$ cat config.mk
export PLATFORM = sky130hd
export DESIGN_NAME = three_class_priority_queue_unit_flat
export DESIGN_NICKNAME = d
export VERILOG_FILES = /design/src/design/tcpq_pkg.sv /design/src/design/tcpq_if.sv /design/src/design/three_class_priority_queue_unit.sv /design/src/design/tcpq_class_fifo.sv /design/src/flat_wrapper.sv
export VERILOG_INCLUDE_DIRS = /design/src /design/src/design
export SDC_FILE = /design/constraint.sdc
export NUM_CORES = 1
export LEC_CHECK = 0
export ABC_AREA = 1
export BUFFER_PORTS_ARGS = -buffer_cell sky130_fd_sc_hd__buf_2
export CAP_MARGIN = 20
export CORE_MARGIN = 4
export CORE_UTILIZATION = 39
export DETAILED_ROUTE_END_ITERATION = 10
export GPL_TIMING_DRIVEN = 0
export SLEW_MARGIN = 20
export SYNTH_ARGS = -nofsm -noshare
export SYNTH_HDL_FRONTEND = slang
export SYNTH_HIERARCHICAL = 1
export SYNTH_SLANG_ARGS = --single-unit
$ cat constraint.sdc
create_clock -name clk -period 13.5 [get_ports clk]
set_input_delay 0.675 -clock clk [delete_from_list [all_inputs] [get_ports clk]]
set_output_delay 0.675 -clock clk [all_outputs]
set_load 0.02 [all_outputs]
$ cat src/design/three_class_priority_queue_unit_assert.svh
// Assertion macros of the priority queue unit.
// Self-contained; compiled out when SYNTHESIS is defined.
`ifndef THREE_CLASS_PRIORITY_QUEUE_UNIT_ASSERT_SVH
`define THREE_CLASS_PRIORITY_QUEUE_UNIT_ASSERT_SVH
`ifndef SYNTHESIS
`define TCPQ_ASSERT(label, clk, rst_n, prop) \
	label: assert property (@(posedge clk) disable iff (!rst_n) prop) \
		else $error("tcpq assertion failed");
`define TCPQ_ASSERT_IMPL(label, clk, rst_n, ante, cons) \
	label: assert property (@(posedge clk) disable iff (!rst_n) (ante) |-> (cons)) \
		else $error("tcpq assertion failed");
`define TCPQ_ASSERT_NEXT(label, clk, rst_n, ante, cons) \
	label: assert property (@(posedge clk) disable iff (!rst_n) (ante) |=> (cons)) \
		else $error("tcpq assertion failed");
`else
`define TCPQ_ASSERT(label, clk, rst_n, prop)
`define TCPQ_ASSERT_IMPL(label, clk, rst_n, ante, cons)
`define TCPQ_ASSERT_NEXT(label, clk, rst_n, ante, cons)
`endif
`endif

$ cat src/design/tcpq_pkg.sv
// Constants, codes and structs of the three-class priority queue.
// No dependencies; used by the interfaces, the queue unit, the class FIFO and the testbench.
package tcpq_pkg;

	localparam int MAX_ENTRIES = 32;
	localparam int NUM_CLASSES = 3;
	localparam int PTR_W       = $clog2(MAX_ENTRIES);
	localparam int CNT_W       = $clog2(MAX_ENTRIES + 1);
	localparam int TOT_W       = CNT_W + 2;
	localparam int CAP_W       = 6;
	localparam int CMP_W       = (TOT_W > CAP_W) ? TOT_W : CAP_W;
	localparam int CLOSE_W     = 3;
	localparam int OP_W        = 1;
	localparam int CAT_W       = 2;
	localparam int DUR_W       = 3;
	localparam int STATUS_W    = 3;
	localparam int OCC_W       = 6;
	localparam int SCNT_W      = 16;
	localparam int STIME_W     = 20;
	localparam int CFG_IDX_W   = 2;
	localparam int CFG_DATA_W  = 6;

	localparam logic [CAP_W-1:0]   CAP_RESET   = CAP_W'(20);
	localparam logic [CLOSE_W-1:0] CLOSE_RESET = CLOSE_W'(3);
	localparam logic [CLOSE_W-1:0] PAUSE_MAX   = '1;

	typedef enum logic [OP_W-1:0] {
		OP_ARRIVE = 1'b0,
		OP_SERVE  = 1'b1
	} op_t;

	typedef enum logic [CAT_W-1:0] {
		CAT_PAUSE    = 2'd0,
		CAT_OFFICER  = 2'd1,
		CAT_SERGEANT = 2'd2,
		CAT_CORPORAL = 2'd3
	} cat_t;

	typedef enum logic [STATUS_W-1:0] {
		ST_ACCEPTED = 3'd0,
		ST_DROPPED  = 3'd1,
		ST_PAUSE    = 3'd2,
		ST_CLOSED   = 3'd3,
		ST_SERVED   = 3'd4,
		ST_EMPTY    = 3'd5
	} status_t;

	typedef enum logic [CFG_IDX_W-1:0] {
		REG_CAPACITY = 2'd0,
		REG_CLOSING  = 2'd1
	} cfg_reg_t;

	typedef struct packed {
		logic             push;
		logic             pop;
		logic [DUR_W-1:0] data;
	} fifo_ctrl_t;

	typedef struct packed {
		logic [CNT_W-1:0]   count;
		logic [DUR_W-1:0]   head_dur;
		logic [SCNT_W-1:0]  served_nxt;
		logic [STIME_W-1:0] time_nxt;
	} fifo_stat_t;

	typedef struct packed {
		logic [OP_W-1:0]  op;
		logic [CAT_W-1:0] category;
		logic [DUR_W-1:0] duration;
	} req_t;

	typedef struct packed {
		logic [STATUS_W-1:0] status;
		logic [CAT_W-1:0]    served_category;
		logic [DUR_W-1:0]    served_duration;
		logic [OCC_W-1:0]    occupancy;
		logic                arrivals_closed;
		logic [SCNT_W-1:0]   class_served_count;
		logic [STIME_W-1:0]  class_service_time;
	} rsp_t;

endpackage

$ cat src/design/tcpq_if.sv
// Valid/ready channel interfaces of the priority queue: request, result, config.
// Depends on tcpq_pkg for field widths.
interface tcpq_req_if;
	logic                           valid;
	logic                           ready;
	logic [tcpq_pkg::OP_W-1:0]      op;
	logic [tcpq_pkg::CAT_W-1:0]     category;
	logic [tcpq_pkg::DUR_W-1:0]     duration;
	modport source (output valid, op, category, duration, input ready);
	modport sink (input valid, op, category, duration, output ready);
endinterface

interface tcpq_rsp_if;
	logic                           valid;
	logic                           ready;
	logic [tcpq_pkg::STATUS_W-1:0]  status;
	logic [tcpq_pkg::CAT_W-1:0]     served_category;
	logic [tcpq_pkg::DUR_W-1:0]     served_duration;
	logic [tcpq_pkg::OCC_W-1:0]     occupancy;
	logic                           arrivals_closed;
	logic [tcpq_pkg::SCNT_W-1:0]    class_served_count;
	logic [tcpq_pkg::STIME_W-1:0]   class_service_time;
	modport source (output valid, status, served_category, served_duration, occupancy,
		arrivals_closed, class_served_count, class_service_time, input ready);
	modport sink (input valid, status, served_category, served_duration, occupancy,
		arrivals_closed, class_served_count, class_service_time, output ready);
endinterface

interface tcpq_cfg_if;
	logic                              valid;
	logic                              ready;
	logic [tcpq_pkg::CFG_IDX_W-1:0]    index;
	logic [tcpq_pkg::CFG_DATA_W-1:0]   data;
	modport source (output valid, index, data, input ready);
	modport sink (input valid, index, data, output ready);
endinterface

$ cat src/design/three_class_priority_queue_unit.sv
// Three-class strict-priority queue over three class FIFOs that share one capacity limit.
// The request is held in an input register and its result in a result register; the
// result register loads when it is empty or when its result is taken.
// Throughput: one item per cycle; the result register and the request register stall
// together only when the result is not taken.
// Reset clears pointers, counts, pause run, closed flag and totals; capacity 20, closing 3.
`include "three_class_priority_queue_unit_assert.svh"
module three_class_priority_queue_unit (
	input logic         clk,
	input logic         arst_n,
	tcpq_req_if.sink    req,
	tcpq_rsp_if.source  rsp,
	tcpq_cfg_if.sink    cfg
);

	tcpq_pkg::req_t                   req_s1;
	logic                             valid_s1;
	tcpq_pkg::rsp_t                   res_s2;
	logic                             res_valid_s2;

	logic [tcpq_pkg::CAP_W-1:0]       cap_q;
	logic [tcpq_pkg::CLOSE_W-1:0]     close_q;
	logic [tcpq_pkg::CLOSE_W-1:0]     pause_q;
	logic                             closed_q;

	tcpq_pkg::fifo_ctrl_t             ctrl [tcpq_pkg::NUM_CLASSES];
	tcpq_pkg::fifo_stat_t             stat [tcpq_pkg::NUM_CLASSES];

	logic                             adv;
	logic                             load;
	logic [tcpq_pkg::TOT_W-1:0]       occ_total;
	logic [tcpq_pkg::TOT_W-1:0]       occ_nxt;
	logic [tcpq_pkg::CMP_W-1:0]       eff_cap;
	logic                             room;
	logic [1:0]                       cls;
	logic                             do_push;
	logic                             do_pop;
	logic [tcpq_pkg::CLOSE_W-1:0]     pause_nxt;
	logic                             closed_nxt;
	tcpq_pkg::rsp_t                   res_nxt;
	logic [2*tcpq_pkg::NUM_CLASSES-1:0] fifo_act;

	assign adv       = valid_s1 && (!res_valid_s2 || rsp.ready);
	assign req.ready = !valid_s1 || adv;
	assign load      = req.valid && req.ready;
	assign cfg.ready = 1'b1;

	for (genvar g = 0; g < tcpq_pkg::NUM_CLASSES; g++) begin : g_class
		tcpq_class_fifo u_fifo (
			.clk    (clk),
			.arst_n (arst_n),
			.ctrl   (ctrl[g]),
			.stat   (stat[g])
		);
		assign ctrl[g].push = adv && do_push && (cls == 2'(g));
		assign ctrl[g].pop  = adv && do_pop && (cls == 2'(g));
		assign ctrl[g].data = req_s1.duration;
		assign fifo_act[2*g]   = ctrl[g].push;
		assign fifo_act[2*g+1] = ctrl[g].pop;
	end

	assign occ_total = tcpq_pkg::TOT_W'(stat[0].count) + tcpq_pkg::TOT_W'(stat[1].count)
		+ tcpq_pkg::TOT_W'(stat[2].count);
	assign eff_cap = (tcpq_pkg::CMP_W'(cap_q) > tcpq_pkg::CMP_W'(tcpq_pkg::MAX_ENTRIES))
		? tcpq_pkg::CMP_W'(tcpq_pkg::MAX_ENTRIES) : tcpq_pkg::CMP_W'(cap_q);
	assign room = tcpq_pkg::CMP_W'(occ_total) < eff_cap;

	always_comb begin
		cls        = 2'd0;
		do_push    = 1'b0;
		do_pop     = 1'b0;
		pause_nxt  = pause_q;
		closed_nxt = closed_q;
		res_nxt    = '0;
		if (req_s1.op == tcpq_pkg::OP_ARRIVE) begin
			if (closed_q || (pause_q >= close_q)) begin
				closed_nxt     = 1'b1;
				res_nxt.status = tcpq_pkg::ST_CLOSED;
			end else if (req_s1.category == tcpq_pkg::CAT_PAUSE) begin
				pause_nxt = (pause_q == tcpq_pkg::PAUSE_MAX) ? pause_q : pause_q + 1'b1;
				if (pause_nxt >= close_q) begin
					closed_nxt = 1'b1;
				end
				res_nxt.status = tcpq_pkg::ST_PAUSE;
			end else begin
				pause_nxt = '0;
				cls       = req_s1.category - 2'd1;
				if (room && (stat[cls].count < tcpq_pkg::CNT_W'(tcpq_pkg::MAX_ENTRIES))) begin
					do_push        = 1'b1;
					res_nxt.status = tcpq_pkg::ST_ACCEPTED;
				end else begin
					res_nxt.status = tcpq_pkg::ST_DROPPED;
				end
			end
		end else begin
			if (stat[0].count != '0) begin
				cls    = 2'd0;
				do_pop = 1'b1;
			end else if (stat[1].count != '0) begin
				cls    = 2'd1;
				do_pop = 1'b1;
			end else if (stat[2].count != '0) begin
				cls    = 2'd2;
				do_pop = 1'b1;
			end
			if (do_pop) begin
				res_nxt.status             = tcpq_pkg::ST_SERVED;
				res_nxt.served_category    = cls + 2'd1;
				res_nxt.served_duration    = stat[cls].head_dur;
				res_nxt.class_served_count = stat[cls].served_nxt;
				res_nxt.class_service_time = stat[cls].time_nxt;
			end else begin
				res_nxt.status = tcpq_pkg::ST_EMPTY;
			end
		end
		occ_nxt = occ_total;
		if (do_push) begin
			occ_nxt = occ_total + 1'b1;
		end else if (do_pop) begin
			occ_nxt = occ_total - 1'b1;
		end
		res_nxt.occupancy       = occ_nxt[tcpq_pkg::OCC_W-1:0];
		res_nxt.arrivals_closed = closed_nxt;
	end

	always_ff @(posedge clk) begin
		if (load) begin
			req_s1.op       <= req.op;
			req_s1.category <= req.category;
			req_s1.duration <= req.duration;
		end
		if (adv) begin
			res_s2 <= res_nxt;
		end
	end

	always_ff @(posedge clk or negedge arst_n) begin
		if (!arst_n) begin
			valid_s1     <= 1'b0;
			res_valid_s2 <= 1'b0;
			pause_q      <= '0;
			closed_q     <= 1'b0;
			cap_q        <= tcpq_pkg::CAP_RESET;
			close_q      <= tcpq_pkg::CLOSE_RESET;
		end else begin
			if (load) begin
				valid_s1 <= 1'b1;
			end else if (adv) begin
				valid_s1 <= 1'b0;
			end
			if (adv) begin
				res_valid_s2 <= 1'b1;
				pause_q      <= pause_nxt;
				closed_q     <= closed_nxt;
			end else if (rsp.ready) begin
				res_valid_s2 <= 1'b0;
			end
			if (cfg.valid && (cfg.index == tcpq_pkg::REG_CAPACITY)) begin
				cap_q <= cfg.data[tcpq_pkg::CAP_W-1:0];
			end
			if (cfg.valid && (cfg.index == tcpq_pkg::REG_CLOSING)) begin
				close_q <= cfg.data[tcpq_pkg::CLOSE_W-1:0];
			end
		end
	end

	assign rsp.valid              = res_valid_s2;
	assign rsp.status             = res_s2.status;
	assign rsp.served_category    = res_s2.served_category;
	assign rsp.served_duration    = res_s2.served_duration;
	assign rsp.occupancy          = res_s2.occupancy;
	assign rsp.arrivals_closed    = res_s2.arrivals_closed;
	assign rsp.class_served_count = res_s2.class_served_count;
	assign rsp.class_service_time = res_s2.class_service_time;

	`TCPQ_ASSERT(a_occ_bound, clk, arst_n, occ_total <= tcpq_pkg::TOT_W'(tcpq_pkg::MAX_ENTRIES))
	`TCPQ_ASSERT(a_one_fifo_op, clk, arst_n, $onehot0(fifo_act))
	`TCPQ_ASSERT_NEXT(a_closed_sticks, clk, arst_n, closed_q, closed_q)
	`TCPQ_ASSERT_NEXT(a_push_grows, clk, arst_n, adv && do_push, occ_total == $past(occ_total) + 1'b1)

endmodule

$ cat src/design/tcpq_class_fifo.sv
// One class FIFO: entry store, head pointer, fill count and served totals.
// Depends on tcpq_pkg.
module tcpq_class_fifo (
	input  logic                 clk,
	input  logic                 arst_n,
	input  tcpq_pkg::fifo_ctrl_t ctrl,
	output tcpq_pkg::fifo_stat_t stat
);

	logic [tcpq_pkg::DUR_W-1:0]   slot_q [tcpq_pkg::MAX_ENTRIES];
	logic [tcpq_pkg::PTR_W-1:0]   head_q;
	logic [tcpq_pkg::CNT_W-1:0]   count_q;
	logic [tcpq_pkg::SCNT_W-1:0]  served_q;
	logic [tcpq_pkg::STIME_W-1:0] time_q;
	logic [tcpq_pkg::DUR_W-1:0]   head_dur_q;

	logic [tcpq_pkg::PTR_W:0]     tail_sum;
	logic [tcpq_pkg::PTR_W-1:0]   tail;
	logic [tcpq_pkg::PTR_W-1:0]   head_inc;
	logic [tcpq_pkg::STIME_W:0]   time_sum;

	assign tail_sum = {1'b0, head_q} + {1'b0, count_q[tcpq_pkg::PTR_W-1:0]};
	assign tail = (tail_sum >= (tcpq_pkg::PTR_W+1)'(tcpq_pkg::MAX_ENTRIES))
		? tcpq_pkg::PTR_W'(tail_sum - (tcpq_pkg::PTR_W+1)'(tcpq_pkg::MAX_ENTRIES))
		: tail_sum[tcpq_pkg::PTR_W-1:0];
	assign head_inc = (head_q == tcpq_pkg::PTR_W'(tcpq_pkg::MAX_ENTRIES - 1))
		? '0 : head_q + 1'b1;
	assign time_sum = {1'b0, time_q} + (tcpq_pkg::STIME_W+1)'(head_dur_q);

	always_comb begin
		stat.count      = count_q;
		stat.head_dur   = head_dur_q;
		stat.served_nxt = (served_q == '1) ? served_q : served_q + 1'b1;
		stat.time_nxt   = time_sum[tcpq_pkg::STIME_W] ? '1 : time_sum[tcpq_pkg::STIME_W-1:0];
	end

	// Hold the head entry in a register: load on a push into an empty FIFO,
	// advance to the next entry on a pop.
	always_ff @(posedge clk) begin
		if (ctrl.push) begin
			slot_q[tail] <= ctrl.data;
			if (count_q == '0) begin
				head_dur_q <= ctrl.data;
			end
		end else if (ctrl.pop) begin
			head_dur_q <= slot_q[head_inc];
		end
	end

	always_ff @(posedge clk or negedge arst_n) begin
		if (!arst_n) begin
			head_q   <= '0;
			count_q  <= '0;
			served_q <= '0;
			time_q   <= '0;
		end else if (ctrl.push) begin
			count_q <= count_q + 1'b1;
		end else if (ctrl.pop) begin
			head_q   <= head_inc;
			count_q  <= count_q - 1'b1;
			served_q <= stat.served_nxt;
			time_q   <= stat.time_nxt;
		end
	end

endmodule

$ cat src/flat_wrapper.sv
// flat-port wrapper written by rule: the top's interface ports become plain ports
module three_class_priority_queue_unit_flat 
  (clk, arst_n, req_valid, req_op, req_category, req_duration, req_ready, rsp_valid, rsp_status, rsp_served_category, rsp_served_duration, rsp_occupancy, rsp_arrivals_closed, rsp_class_served_count, rsp_class_service_time, rsp_ready, cfg_valid, cfg_index, cfg_data, cfg_ready);
  tcpq_req_if req_i ();
  tcpq_rsp_if rsp_i ();
  tcpq_cfg_if cfg_i ();
  input logic clk;
  input logic arst_n;
  input wire logic [$bits(req_i.valid)-1:0] req_valid;
  input wire logic [$bits(req_i.op)-1:0] req_op;
  input wire logic [$bits(req_i.category)-1:0] req_category;
  input wire logic [$bits(req_i.duration)-1:0] req_duration;
  output wire logic [$bits(req_i.ready)-1:0] req_ready;
  output wire logic [$bits(rsp_i.valid)-1:0] rsp_valid;
  output wire logic [$bits(rsp_i.status)-1:0] rsp_status;
  output wire logic [$bits(rsp_i.served_category)-1:0] rsp_served_category;
  output wire logic [$bits(rsp_i.served_duration)-1:0] rsp_served_duration;
  output wire logic [$bits(rsp_i.occupancy)-1:0] rsp_occupancy;
  output wire logic [$bits(rsp_i.arrivals_closed)-1:0] rsp_arrivals_closed;
  output wire logic [$bits(rsp_i.class_served_count)-1:0] rsp_class_served_count;
  output wire logic [$bits(rsp_i.class_service_time)-1:0] rsp_class_service_time;
  input wire logic [$bits(rsp_i.ready)-1:0] rsp_ready;
  input wire logic [$bits(cfg_i.valid)-1:0] cfg_valid;
  input wire logic [$bits(cfg_i.index)-1:0] cfg_index;
  input wire logic [$bits(cfg_i.data)-1:0] cfg_data;
  output wire logic [$bits(cfg_i.ready)-1:0] cfg_ready;
  assign req_i.valid = req_valid;
  assign req_i.op = req_op;
  assign req_i.category = req_category;
  assign req_i.duration = req_duration;
  assign req_ready = req_i.ready;
  assign rsp_valid = rsp_i.valid;
  assign rsp_status = rsp_i.status;
  assign rsp_served_category = rsp_i.served_category;
  assign rsp_served_duration = rsp_i.served_duration;
  assign rsp_occupancy = rsp_i.occupancy;
  assign rsp_arrivals_closed = rsp_i.arrivals_closed;
  assign rsp_class_served_count = rsp_i.class_served_count;
  assign rsp_class_service_time = rsp_i.class_service_time;
  assign rsp_i.ready = rsp_ready;
  assign cfg_i.valid = cfg_valid;
  assign cfg_i.index = cfg_index;
  assign cfg_i.data = cfg_data;
  assign cfg_ready = cfg_i.ready;
  three_class_priority_queue_unit u_core (.clk(clk), .arst_n(arst_n), .req(req_i), .rsp(rsp_i), .cfg(cfg_i));
endmodule
======== Word-level counts from Yosys, hierarchy flattened ========
Memory sizes are Yosys's and may differ from the RTL's.
Index checks and enable logic that the tools add are counted.
storage, ports and cells
  register bits ........................... 222
  bits in writable memories ............... 288
  input bits .............................. 19
  output and inout bits ................... 54
  word-level logic and storage cells ...... 205
  memories kept ........................... 3
memory list
  name                             depth  width  read ports  clocked after Yosys merged registers in  write ports  line                   RTL
  u_core.g_class[0].u_fifo.slot_q  32     3      1           0                                        1            tcpq_class_fifo.sv:10  logic [tcpq_pkg::DUR_W-1:0] slot_q [tcpq_pkg::MAX_ENTRIES];
  u_core.g_class[1].u_fifo.slot_q  32     3      1           0                                        1            tcpq_class_fifo.sv:10
  u_core.g_class[2].u_fifo.slot_q  32     3      1           0                                        1            tcpq_class_fifo.sv:10
cells by class
  add/sub/neg operators ................... 28
  $lt $le $gt $ge ......................... 10
  eq/ne operators ......................... 13
  muxes and demuxes ....................... 73
  bitwise gates (word level) .............. 7
  reduce and logical (&&, ||, !) cells .... 40
operator list
  operator                                                            count
  45-bit binary-select mux with 2-bit select                          2
  45-bit two-way mux                                                  2
  39-bit two-way mux                                                  2
  20-bit by 3-bit adder with 21-bit output                            3
  20-bit two-way mux                                                  3
  6-bit two-way mux                                                   9
  16-bit by 1-bit adder with 16-bit output, second input constant     3
  16-bit equality test, second input constant                         3
  16-bit two-way mux                                                  3
  3-bit two-way mux                                                   14
  5-bit two-way mux                                                   6
  1-bit two-way mux                                                   25
  6-bit by 1-bit adder with 6-bit output, second input constant       4
  6-bit by 1-bit subtractor with 6-bit output, second input constant  4
  5-bit by 5-bit adder with 6-bit output                              3
  6-bit >= comparator, second input constant                          3
  6-bit zero test                                                     3
  6-bit nonzero test                                                  3
  5-bit by 1-bit adder with 5-bit output, second input constant       3
  5-bit equality test, second input constant                          3
  5-bit by 1-bit subtractor with 5-bit output, second input constant  3
  2-bit two-way mux                                                   7
  2-bit AND reduction                                                 7
  1-bit logical AND                                                   13
  other kinds (21)                                                    40

======== Logic depth before layout (Yosys ltp) ========
Gate-level depths: netlist of the first run.
  depth after elaboration ................. 15
  gate-level depth with buffers ........... 30
  mapped depth without buffers ............ 29

======== Cells and area by module ========
Netlist of the first run, hierarchy kept.
by module, submodules not included
  module                           times used  cells each  area each (um^2)  sequential area each (um^2)
  tcpq_class_fifo                  3           899         7732.4            4149.0
  three_class_priority_queue_unit  1           507         4423.0            2092.0

======== Least setup slack after synthesis of the first run ========
Ideal clock, no wire load.
  path type ............................... register -> register
  start point ............................. reg u_core/g_class[2].u_fifo/count_q[1] (netlist name)
  end point ............................... reg u_core/g_class[2].u_fifo/count_q[5] (netlist name)
  setup time .............................. 117 ps
  data arrival time ....................... 4611 ps
  setup slack ............................. 8772 ps
  stages on the path, launching flop included .. 31
  buffers on the path ..................... 1
  period minus slack after synthesis ...... 4728 ps
  cells stage by stage .................... dfrtp_1 -> inv_1 -> fa_1 -> inv_1 -> ha_1 -> fa_1 -> nand3_1 -> nand2_1 -> xor2_1 -> ha_1 -> nand2_1 -> o211ai_1 -> nor2_1 -> o21ai_0 -> nor2_1 -> nand2_1 -> inv_1 -> nand3_1 -> nor2_1 -> buf_2 -> inv_1 -> ha_1 -> nand3_1 -> nand2_1 -> nand2_1 -> a21oi_1 -> nor2_1 -> nand2_1 -> nand2_1 -> nand2_1 -> nand2_1
RTL lines
  element                 line                   RTL
  start, declared         tcpq_class_fifo.sv:12  logic [tcpq_pkg::CNT_W-1:0] count_q;
  start signal, assigned  tcpq_class_fifo.sv:57  count_q <= count_q + 1'b1;
  start signal, assigned  tcpq_class_fifo.sv:60  count_q <= count_q - 1'b1;

==> impl_table.tex, run 1 <==
\begin{tabular}{lr}
\hline
Metric & Value \\
\hline
\multicolumn{2}{l}{\textbf{Job}} \\
\quad Count of max-cap constraint violations & 0 \\
\multicolumn{2}{l}{\textbf{Power}} \\
\quad Leakage component of the power & 0.0139 uW \\
\quad Net Sw Power & 3070 uW \\
\quad Power share of the clock group & 23.0\% \\
\quad Portion of total power attributed to combinational logic & 45.5\% \\
\quad Reg power frac & 31.5\% \\
\quad Internal power component & 3860 uW \\
\quad Net switching fraction of the power & 44.3\% \\
\quad Power density over cell area & 220 mW/mm\^{}2 \\
\quad Peak supply drop & 0.0921 mV \\
\multicolumn{2}{l}{\textbf{Synth}} \\
\quad Simple logic cell fraction of the synthesized area & 27.3\% \\
\quad Gate Count Post-Synth & 3,204 \\
\quad Post-Synthesis Mean Instance Area & 8.62 sq um \\
\quad Compound-cell area share of the yosys netlist & 6.15\% \\
\quad Distinct cell type count after synthesis & 47 \\
\quad Largest family of logic cells by synthesized area & simple AND/OR/NAND/NOR gates \\
\quad Most frequently used flop master after synthesis & sky130\_fd\_sc\_hd\_\_edfxtp\_1 \\
\quad Post-synthesis instance area & 0.0276 sq mm \\
\quad Mux contribution to synthesized area & 0.0408\% \\
\quad Number of enable flip-flop cells after synthesis & 354 \\
\quad Synth Area in Adders & 4.10\% \\
\quad Share of the synthesized netlist area taken by xor and xnor gates & 1.65\% \\
\quad Asr flop ratio synth & 30.6\% \\
\quad Number of warnings printed during yosys synthesis & 6 \\
\quad Register bit total from synthesis & 510 \\
\quad Sequential area share after synthesis & 52.6\% \\
\quad Post-Synthesis Net Count & 3,304 \\
\multicolumn{2}{l}{\textbf{Routing}} \\
\quad Detailed Routing Iterations Pass 1 & 6 \\
\quad Average wire length per cell after detail routing & 17.4 um \\
\quad Final routed wirelength across all metal layers & 75,500 um \\
\quad Number of vias in the routed layout & 22,272 \\
\quad Iteration-0 DRC Markers & 1,888 \\
\quad Post-DR vias/cell & 5.13 \\
\quad ANT nets after route & 0 \\
\quad DRC errors left & 0 \\
\multicolumn{2}{l}{\textbf{STA}} \\
\quad Max-slew headroom at the worst pin & 40.6\% \\
\quad Peak Freq & 173 MHz \\
\quad Final hold violation count & 0 \\
\quad Final slew viol count & 0 \\
\quad Unrepaired setup endpoints after global routing & false \\
\quad Final Critical Period & 5.78 ns \\
\quad Setup tns final & 0 ns \\
\quad Transition time at the pin with the least slew margin & 0.888 ns \\
\quad Post-Route Skew & 0.0319 ns \\
\quad Final clock period utilization by the worst path & 42.8\% \\
\quad Number of endpoints failing setup at the final stage & 0 \\
\multicolumn{2}{l}{\textbf{Clock network}} \\
\quad Clock latency at the later pin of the worst-skew pair & 0.64 ns \\
\quad Count of hold-fix buffers inserted at cts & 0 \\
\quad Post-CTS Resized & 0 \\
\quad Clock tree buffer depth & 3 \\
\quad Setup Fix Bufs, Post-CTS & 0 \\
\quad TritonCTS clock tree & yes \\
\quad Root buffer cell & sky130\_fd\_sc\_hd\_\_clkbuf\_16 \\
\quad Number of buffers created by CTS & 58 \\
\quad Sink Count & 510 \\
\quad Clock edge transition at the registers on the reported setup and hold paths & 0.06 ns \\
\quad Level count of the clock H-tree & 2 \\
\multicolumn{2}{l}{\textbf{Floorplanning}} \\
\quad Die area & 0.0751 sq mm \\
\quad Die boundary height & 274 um \\
\quad Boundary pin count & 73 \\
\quad Starting Density & 39.4\% \\
\quad X dimension of the die & 274 um \\
\quad CORE AREA & 0.0701 sq mm \\
\quad Row count & 97 \\
\multicolumn{2}{l}{\textbf{Worst setup path}} \\
\quad Endpoint required time on the critical path & 13.79 ns \\
\quad Path type of the worst setup path & register to register \\
\quad Setup crit start kind & register \\
\quad Critical-path cell list & inv\_1 -> fa\_1 -> inv\_1 -> ha\_1 -> fa\_1 -> nand3\_1 -> nand2\_1 -> xor2\_1 -> ha\_1 -> nand2\_1 -> o211ai\_1 -> nor2\_1 -> o21ai\_0 -> nor2\_1 -> nand2\_1 -> inv\_1 -> nand3\_1 -> nor2\_1 -> nor2\_1 -> inv\_1 -> clkbuf\_1 -> o21ai\_0 \\
\quad Arrival time of the worst setup path & 6.07 ns \\
\quad Top fanout value on the critical path & 10 \\
\quad Cell at the slowest stage of the critical path & sky130\_fd\_sc\_hd\_\_clkbuf\_1 \\
\quad Stage delay of the slowest cell on the critical path & 0.63 ns \\
\quad Worst Setup End Kind & register \\
\multicolumn{2}{l}{\textbf{Global routing}} \\
\quad First-pass GRT wire length & 119,000 um \\
\quad Final global-route overflow total & 0 \\
\quad Vias in the first global route & 21,323 \\
\quad Largest net degree at the start of global routing & 89 \\
\quad Number of antenna violations at the first check in global routing & 0 \\
\quad Total global-route track usage & 19.9\% \\
\multicolumn{2}{l}{\textbf{Finish}} \\
\quad Layout Area Growth over Synthesis & 14.0\% \\
\quad Fraction of layout cells with a size suffix above 1 & 10.0\% \\
\quad Total Nets Final & 3,453 \\
\quad Number of antenna cells inserted & 0 \\
\quad Post-layout utilization of the core & 44.9\% \\
\multicolumn{2}{l}{\textbf{Placement}} \\
\quad Weighted congestion reported at the end of routability-driven placement & 0.897 \\
\quad DP Wirelength & 54,300 um \\
\quad PortBufs & 71 \\
\multicolumn{2}{l}{\textbf{Status}} \\
\quad Result of the run & finished clean \\
\multicolumn{2}{l}{\textbf{Min path}} \\
\quad Tightest Hold Check Type & primary input to async pin \\
\hline
\end{tabular}
-- logic make-up (layout without fill, tap and decap cells) --
| family | Yosys count | count (layout) |
|---|---|---|
| and+or+nand+nor | 1688 | 1688 |
| buffers and inverters | 561 | 760 |
| DFF | 510 | 510 |
| AOI/OAI and AO/OA | 310 | 310 |
| adders and majority gates | 81 | 81 |
| xor gates and xnor gates | 52 | 52 |
| other | 1 | 1 |
| muxes | 1 | 1 |
-- worst paths after layout --
path / from / end / slack (ns) / cells past startpoint
setup / recovery: u_core/g_class[2].u_fifo/count_q[1] / u_core/g_class[2].u_fifo/head_dur_q[2] / 7.72 / 22
hold / removal: arst_n / u_core/g_class[0].u_fifo/time_q[17] / 0.01 / 1
setup reg to reg: u_core/g_class[2].u_fifo/count_q[1] / u_core/g_class[2].u_fifo/head_dur_q[2] / 7.72 / 22
hold reg to reg: u_core/close_q[2] / u_core/close_q[2] / 0.48 / 2
max in group asynchronous: arst_n / u_core/close_q[0] / 12.62 / 2
min in group clk: req_duration[2] / u_core/ctrl[2] / 0.22 / 1
-- state kept, by name, indices dropped and copies added, names as in the netlist, 6 cells and up --
signal,flops
u_core/g_class.u_fifo/served_q,48
u_core/cap_q,6
u_core/g_class.u_fifo/head_dur_q,9
u_core/g_class.u_fifo/time_q,60
u_core/rsp.occupancy,6
u_core/g_class.u_fifo/head_q,15
u_core/rsp.class_service_time,20
u_core/g_class.u_fifo/slot_q,288
u_core/rsp.class_served_count,16
u_core/g_class.u_fifo/count_q,18
-- synthesized netlist by cell type (4+ instances only) --
library cell / count / area [sq um]
sky130_fd_sc_hd__xor2_1: 36 / 315
sky130_fd_sc_hd__nor2_1: 215 / 807
sky130_fd_sc_hd__o21bai_1: 6 / 45.0
sky130_fd_sc_hd__clkbuf_1: 57 / 214
sky130_fd_sc_hd__buf_2: 40 / 200
sky130_fd_sc_hd__a31oi_1: 45 / 282
sky130_fd_sc_hd__nand2_1: 917 / 3440
sky130_fd_sc_hd__ha_1: 65 / 813
sky130_fd_sc_hd__or2_2: 11 / 68.8
sky130_fd_sc_hd__dfrtp_1: 152 / 3800
sky130_fd_sc_hd__edfxtp_1: 354 / 10600
sky130_fd_sc_hd__fa_1: 16 / 320
sky130_fd_sc_hd__nor3_1: 28 / 140
sky130_fd_sc_hd__xnor2_1: 16 / 140
sky130_fd_sc_hd__nand3_4: 12 / 210
sky130_fd_sc_hd__nand3_2: 30 / 300
sky130_fd_sc_hd__buf_4: 4 / 30.0
sky130_fd_sc_hd__o211ai_1: 11 / 82.6
sky130_fd_sc_hd__nand4_1: 29 / 181
sky130_fd_sc_hd__nand3_1: 403 / 2020
sky130_fd_sc_hd__inv_1: 444 / 1670
sky130_fd_sc_hd__nand2_2: 9 / 56.3
sky130_fd_sc_hd__a21oi_1: 40 / 200
sky130_fd_sc_hd__o21ai_1: 12 / 60.1
sky130_fd_sc_hd__o21ai_0: 182 / 911
sky130_fd_sc_hd__nor2_2: 6 / 37.5
sky130_fd_sc_hd__dfstp_2: 4 / 105
sky130_fd_sc_hd__nor3_4: 4 / 65.1
sky130_fd_sc_hd__o21ai_2: 9 / 78.8
sky130_fd_sc_hd__inv_2: 4 / 15.0
sky130_fd_sc_hd__nand3b_2: 4 / 45.0
-- layer usage --
layer / vias up / wire length [um] / track usage, %
li1: 10856 / - / -
met1: 10543 / 33500 / 27.8
met2: 733 / 34600 / 32.1
met3: 140 / 4900 / 2.50
met4: 0 / 2490 / 7.06
met5: - / 0 / 0
-- metrics by stage --
step	area (sq um)	hold slack [ns]	cells	setup slack (ns)	power [uW]
4_1_cts	31500	0.0266	4343	7.72	6950
5_1_grt	31500	0.0446	4343	7.31	7440
3_3_place_gp	29200	0.465	4215	7.76	5290
3_5_place_dp	29500	0.472	4233	7.75	5330
2_1_floorplan	27600	0.379	3204	8.77	4330
6_report	31500	0.00972	4343	7.72	6940
-- cell type report --
type                    instances  area, sq um
repair buffers                 89          736
plain buffers                 110          549
clock buffers                  73         1570
inverters                     451         1700
multi-input cells            2133        10800
well taps                     940         1180
flip-flops and latches        510        14500
clock inverters                37          384
fillers                      6890        38700
-- power groups by stage --
stage,clock [uW],combinational (uW),sequential (uW)
floorplan,0,2130,2210
global placement,0,3050,2240
detailed placement,0,3110,2210
CTS,1630,3130,2190
global route,1700,3520,2220
finish,1590,3150,2190
-- cell usage in the layout, fill, tap and decap left out, drive strengths merged --
cell / Yosys / routed
clkinv: 0 / 23
inv: 451 / 455
o21bai: 6 / 6
and2: 3 / 3
nand4: 29 / 29
buf: 53 / 142
conb: 1 / 1
o31ai: 1 / 1
nor3b: 3 / 3
o22ai: 1 / 1
dfstp: 4 / 4
xor2: 36 / 36
o211ai: 11 / 11
nand3: 445 / 445
a21oi: 43 / 43
or2: 14 / 14
o21ai: 203 / 203
clkbuf: 57 / 130
xnor2: 16 / 16
ha: 65 / 65
nand2: 926 / 926
mux2: 1 / 1
a31oi: 45 / 45
bufinv: 0 / 5
nor4: 3 / 3
nor2: 224 / 224
edfxtp: 354 / 354
clkinvlp: 0 / 5
dfrtp: 152 / 152
fa: 16 / 16
nand3b: 6 / 6
nor3: 35 / 35
-- worst max-delay path: cells and delay by family (launching register included) --
kind	cells	cell delay, ns
XOR/XNOR	1	0.34
buffers and inverters	5	1.11
AO/OA/AOI/OAI	3	0.59
adder cells (fa/ha/maj)	4	1.50
AND/OR/NAND/NOR	9	1.37
flip-flops	1	0.52
(Power assumes the default switching activity.)
==> run 2: changes to the inputs <==
==> constraint.sdc (replaced) <==
create_clock -name clk -period 6 [get_ports clk]
set_input_delay 0.3 -clock clk [delete_from_list [all_inputs] [get_ports clk]]
set_output_delay 0.3 -clock clk [all_outputs]
set_load 0.02 [all_outputs]
==> run 2 against run 1 <==
Compared with the run above: hold slack better by 0.055 ns; register-to-register slack lost 7.4 ns; sequential share of layout area shrank 0.25 points; clock skew increased by 0.0021 ns; via count is 0.51% higher; largest cell class unchanged; count of clock-buffer cells in the layout unchanged; combinational power rose by 130%.
==> impl_table.tex, run 2 (synthesis gave the netlist of run 1 again) <==
\begin{tabular}{lr}
\hline
Metric & Value \\
\hline
\multicolumn{2}{l}{\textbf{Status}} \\
\quad Result of the run & finished clean \\
\multicolumn{2}{l}{\textbf{STA}} \\
\quad Transition time at the pin with the least slew margin & 0.935 ns (+0.0465 ns) \\
\quad Peak Freq & 175 MHz (+1.2\%) \\
\quad Tightest hold margin & 0.0649 ns (+0.0552 ns) \\
\quad Final hold violation count & 0 (unchanged) \\
\quad Final slew viol count & 0 (unchanged) \\
\quad Max-slew headroom at the worst pin & 37.5\% (-3.1 points) \\
\quad Unrepaired setup endpoints after global routing & true \\
\quad Final Critical Period & 5.71 ns (-0.0668 ns) \\
\quad Final clock period utilization by the worst path & 95.2\% (+52 points) \\
\quad Number of endpoints failing setup at the final stage & 0 (unchanged) \\
\quad Post-Route Skew & 0.0341 ns (+0.00215 ns) \\
\multicolumn{2}{l}{\textbf{Floorplanning}} \\
\quad Boundary pin count & 73 (unchanged) \\
\quad X dimension of the die & 274 um (unchanged) \\
\quad Die area & 0.0751 sq mm (unchanged) \\
\quad Row count & 97 (unchanged) \\
\quad CORE AREA & 0.0701 sq mm (unchanged) \\
\quad Starting Density & 39.4\% (unchanged) \\
\quad Die boundary height & 274 um (unchanged) \\
\multicolumn{2}{l}{\textbf{Finish}} \\
\quad Area of all placed cells without fillers & 0.0317 sq mm (+0.55\%) \\
\quad Largest register by flop count & u\_core/g\_class.u\_fifo/slot\_q \\
\quad Post-layout utilization of the core & 45.1\% (+0.25 points) \\
\quad Largest regs & u\_core/g\_class.u\_fifo/slot\_q x288, u\_core/g\_class.u\_fifo/time\_q x60, u\_core/g\_class.u\_fifo/served\_q x48 \\
\quad Fraction of layout cells with a size suffix above 1 & 10.0\% (-0.047 points) \\
\quad Total Nets Final & 3,469 (+0.46\%) \\
\quad Largest register FFs & 288 (unchanged) \\
\quad Commonest non-fill, non-tap cells in the layout & sky130\_fd\_sc\_hd\_\_nand2\_1, sky130\_fd\_sc\_hd\_\_inv\_1, sky130\_fd\_sc\_hd\_\_nand3\_1 \\
\quad Layout Area Growth over Synthesis & 14.6\% \\
\quad Number of antenna cells inserted & 0 (unchanged) \\
\quad Storage element area & 0.0145 sq mm (unchanged) \\
\quad Count of filler cells inserted in the layout & 6,877 (-0.19\%) \\
\quad Cell Count, Final, Fillers Out & 4,359 (+0.37\%) \\
\quad Most common cell after layout, fill and taps aside & sky130\_fd\_sc\_hd\_\_nand2\_1 \\
\quad Area taken by multi-input logic gates & 0.0108 sq mm (unchanged) \\
\multicolumn{2}{l}{\textbf{Clock network}} \\
\quad Clock edge transition at the registers on the reported setup and hold paths & 0.06 ns (about the same) \\
\quad Number of buffers created by CTS & 58 (unchanged) \\
\quad Level count of the clock H-tree & 2 (unchanged) \\
\quad Setup Fix Bufs, Post-CTS & 0 (unchanged) \\
\quad Sink Count & 510 (unchanged) \\
\quad Clock tree buffer depth & 3 (unchanged) \\
\quad Clock latency at the later pin of the worst-skew pair & 0.64 ns (about the same) \\
\quad Root buffer cell & sky130\_fd\_sc\_hd\_\_clkbuf\_16 \\
\quad TritonCTS clock tree & yes \\
\quad Post-CTS Resized & 0 (unchanged) \\
\multicolumn{2}{l}{\textbf{Worst setup path}} \\
\quad Arrival time of the worst setup path & 5.98 ns (-0.09 ns) \\
\quad Endpoint of the worst-slack reg-to-reg timing path & u\_core/g\_class[2].u\_fifo/head\_dur\_q[2] \\
\quad Setup crit start kind & register \\
\quad FF-to-FF setup slack & 0.29 ns (-7.43 ns) \\
\quad Path type of the worst setup path & register to register \\
\quad Worst Setup End Kind & register \\
\quad R2R depth & 20 (-9.1\%) \\
\quad Top fanout value on the critical path & 14 (+4) \\
\quad Endpoint required time on the critical path & 6.27 ns (-7.52 ns) \\
\quad Worst reg2reg path startpoint & u\_core/g\_class[2].u\_fifo/count\_q[1] \\
\multicolumn{2}{l}{\textbf{Power}} \\
\quad Peak supply drop & 0.207 mV (+120\%) \\
\quad Net Sw Power & 6920 uW (+130\%) \\
\quad Reg power frac & 31.5\% (about the same) \\
\quad Net switching fraction of the power & 44.3\% (about the same) \\
\quad Power share of the clock group & 23.0\% (about the same) \\
\quad Portion of total power attributed to combinational logic & 45.5\% (about the same) \\
\quad Internal power component & 8710 uW (+130\%) \\
\quad Leakage component of the power & 0.0140 uW (+0.52\%) \\
\quad Power density over cell area & 494 mW/mm\^{}2 (+120\%) \\
\multicolumn{2}{l}{\textbf{Global routing}} \\
\quad First-pass GRT wire length & 119,000 um (+0.61\%) \\
\quad Total global-route track usage & 20.1\% (+0.13 points) \\
\quad Final global-route overflow total & 0 (unchanged) \\
\quad Number of antenna violations at the first check in global routing & 0 (unchanged) \\
\quad Vias in the first global route & 21,473 (+0.70\%) \\
\quad Largest net degree at the start of global routing & 89 (unchanged) \\
\multicolumn{2}{l}{\textbf{Routing}} \\
\quad Final routed wirelength across all metal layers & 75,900 um (+0.51\%) \\
\quad Post-DR vias/cell & 5.14 (+0.14\%) \\
\quad Detailed Routing Iterations Pass 1 & 6 (unchanged) \\
\quad Iteration-0 DRC Markers & 1,880 (-0.42\%) \\
\quad DRC errors left & 0 (unchanged) \\
\quad Number of vias in the routed layout & 22,385 (+0.51\%) \\
\quad Average wire length per cell after detail routing & 17.4 um (+0.14\%) \\
\quad ANT nets after route & 0 (unchanged) \\
\multicolumn{2}{l}{\textbf{Placement}} \\
\quad Post-Place Cells & 4,233 (unchanged) \\
\quad DP Wirelength & 54,300 um (unchanged) \\
\quad PortBufs & 71 (unchanged) \\
\quad Weighted congestion reported at the end of routability-driven placement & 0.897 (unchanged) \\
\quad Placed Area & 0.0295 sq mm (unchanged) \\
\multicolumn{2}{l}{\textbf{Job}} \\
\quad Count of max-cap constraint violations & 0 (unchanged) \\
\multicolumn{2}{l}{\textbf{Min path}} \\
\quad Origin of the worst min-delay path & cfg\_valid \\
\quad Instance count along the most critical hold path & 3 \\
\quad Tightest Hold Check Type & primary input to register \\
\quad Worst hold endpoint & u\_core/close\_q[0] \\
\hline
\end{tabular}
run 2: cell types whose count changed in the layout (fill, tap and decap cells not counted), sizes merged:
| cell | before | now |
|---|---|---|
| clkbuf | 130 | 128 |
| dlygate4sd3 | 0 | 18 |
run 2: per-layer routing:
layer	track usage, %	up-vias	part of all wire, %
met1	27.9	10636	44
li1	-	10895	-
met5	0	-	0
met2	32.5	717	46
met3	2.52	137	6.4
met4	7.08	0	3.3
run 2: worst max-delay path by stage:
stage,from,end,slack [ns],depth (start not counted)
2_1_floorplan,u_core/g_class[2].u_fifo/count_q[1],u_core/g_class[2].u_fifo/count_q[5],1.27,30
3_3_place_gp,u_core/g_class[2].u_fifo/count_q[1],u_core/g_class[2].u_fifo/head_dur_q[2],0.26,22
3_5_place_dp,u_core/g_class[2].u_fifo/count_q[1],u_core/g_class[2].u_fifo/head_dur_q[2],0.25,19
4_1_cts,u_core/g_class[2].u_fifo/count_q[1],u_core/g_class[2].u_fifo/head_dur_q[2],0.22,19
5_1_grt,u_core/g_class[2].u_fifo/count_q[1],u_core/g_class[0].u_fifo/count_q[5],-0.06,30
6_report,u_core/g_class[2].u_fifo/count_q[1],u_core/g_class[2].u_fifo/head_dur_q[2],0.29,20
run 2: stage by stage:
step	total power [uW]	TNS [ns]	worst slack (ns)
floorplan	9750	0	1.27
global placement	11900	0	0.255
detailed placement	12000	0	0.247
CTS	15600	0	0.215
global route	16700	-0.187	-0.0562
finish	15600	0	0.289
run 2: worst max-delay path: stages, from the launching register on:
cell,delay [ns]
sky130_fd_sc_hd__dfrtp_1,0.53
sky130_fd_sc_hd__inv_1,0.12
sky130_fd_sc_hd__fa_1,0.55
sky130_fd_sc_hd__inv_1,0.04
sky130_fd_sc_hd__ha_1,0.22
sky130_fd_sc_hd__fa_1,0.41
sky130_fd_sc_hd__xnor2_1,0.52
sky130_fd_sc_hd__inv_1,0.16
sky130_fd_sc_hd__ha_1,0.34
sky130_fd_sc_hd__nand2_1,0.05
sky130_fd_sc_hd__inv_1,0.05
sky130_fd_sc_hd__nand2_1,0.04
sky130_fd_sc_hd__nand2_1,0.05
sky130_fd_sc_hd__nand2_1,0.06
sky130_fd_sc_hd__nand2_1,0.09
sky130_fd_sc_hd__inv_1,0.07
sky130_fd_sc_hd__nand3_1,0.14
sky130_fd_sc_hd__nor2_1,0.13
sky130_fd_sc_hd__nor2_1,0.74
sky130_fd_sc_hd__inv_1,0.60
sky130_fd_sc_hd__o21ai_0,0.41
run 2: repair_timing:
item | in CTS | in global routing
hold buffers | 18 | 0
endpoints found under the hold margin | 85 | 0
endpoints found under the setup margin | 0 | 9
run 2: cell type report:
cell class,count,share of cell area [%]
plain buffers,108,1.71
clock buffers,73,4.96
clock inverters,37,1.21
inverters,451,5.38
multi-input cells,2133,34.2
flip-flops and latches,510,45.9
well taps,940,3.71
repair buffers,107,2.89
run 2: power by group through the flow:
| stage | Combinational [uW] | Sequential, uW | Clock, uW |
|---|---|---|---|
| 6_report | 7110 | 4930 | 3590 |
| 5_1_grt | 7930 | 5000 | 3820 |
| 3_3_place_gp | 6860 | 5040 | 0 |
| 3_5_place_dp | 7010 | 4980 | 0 |
| 4_1_cts | 7060 | 4920 | 3670 |
| 2_1_floorplan | 4790 | 4960 | 0 |
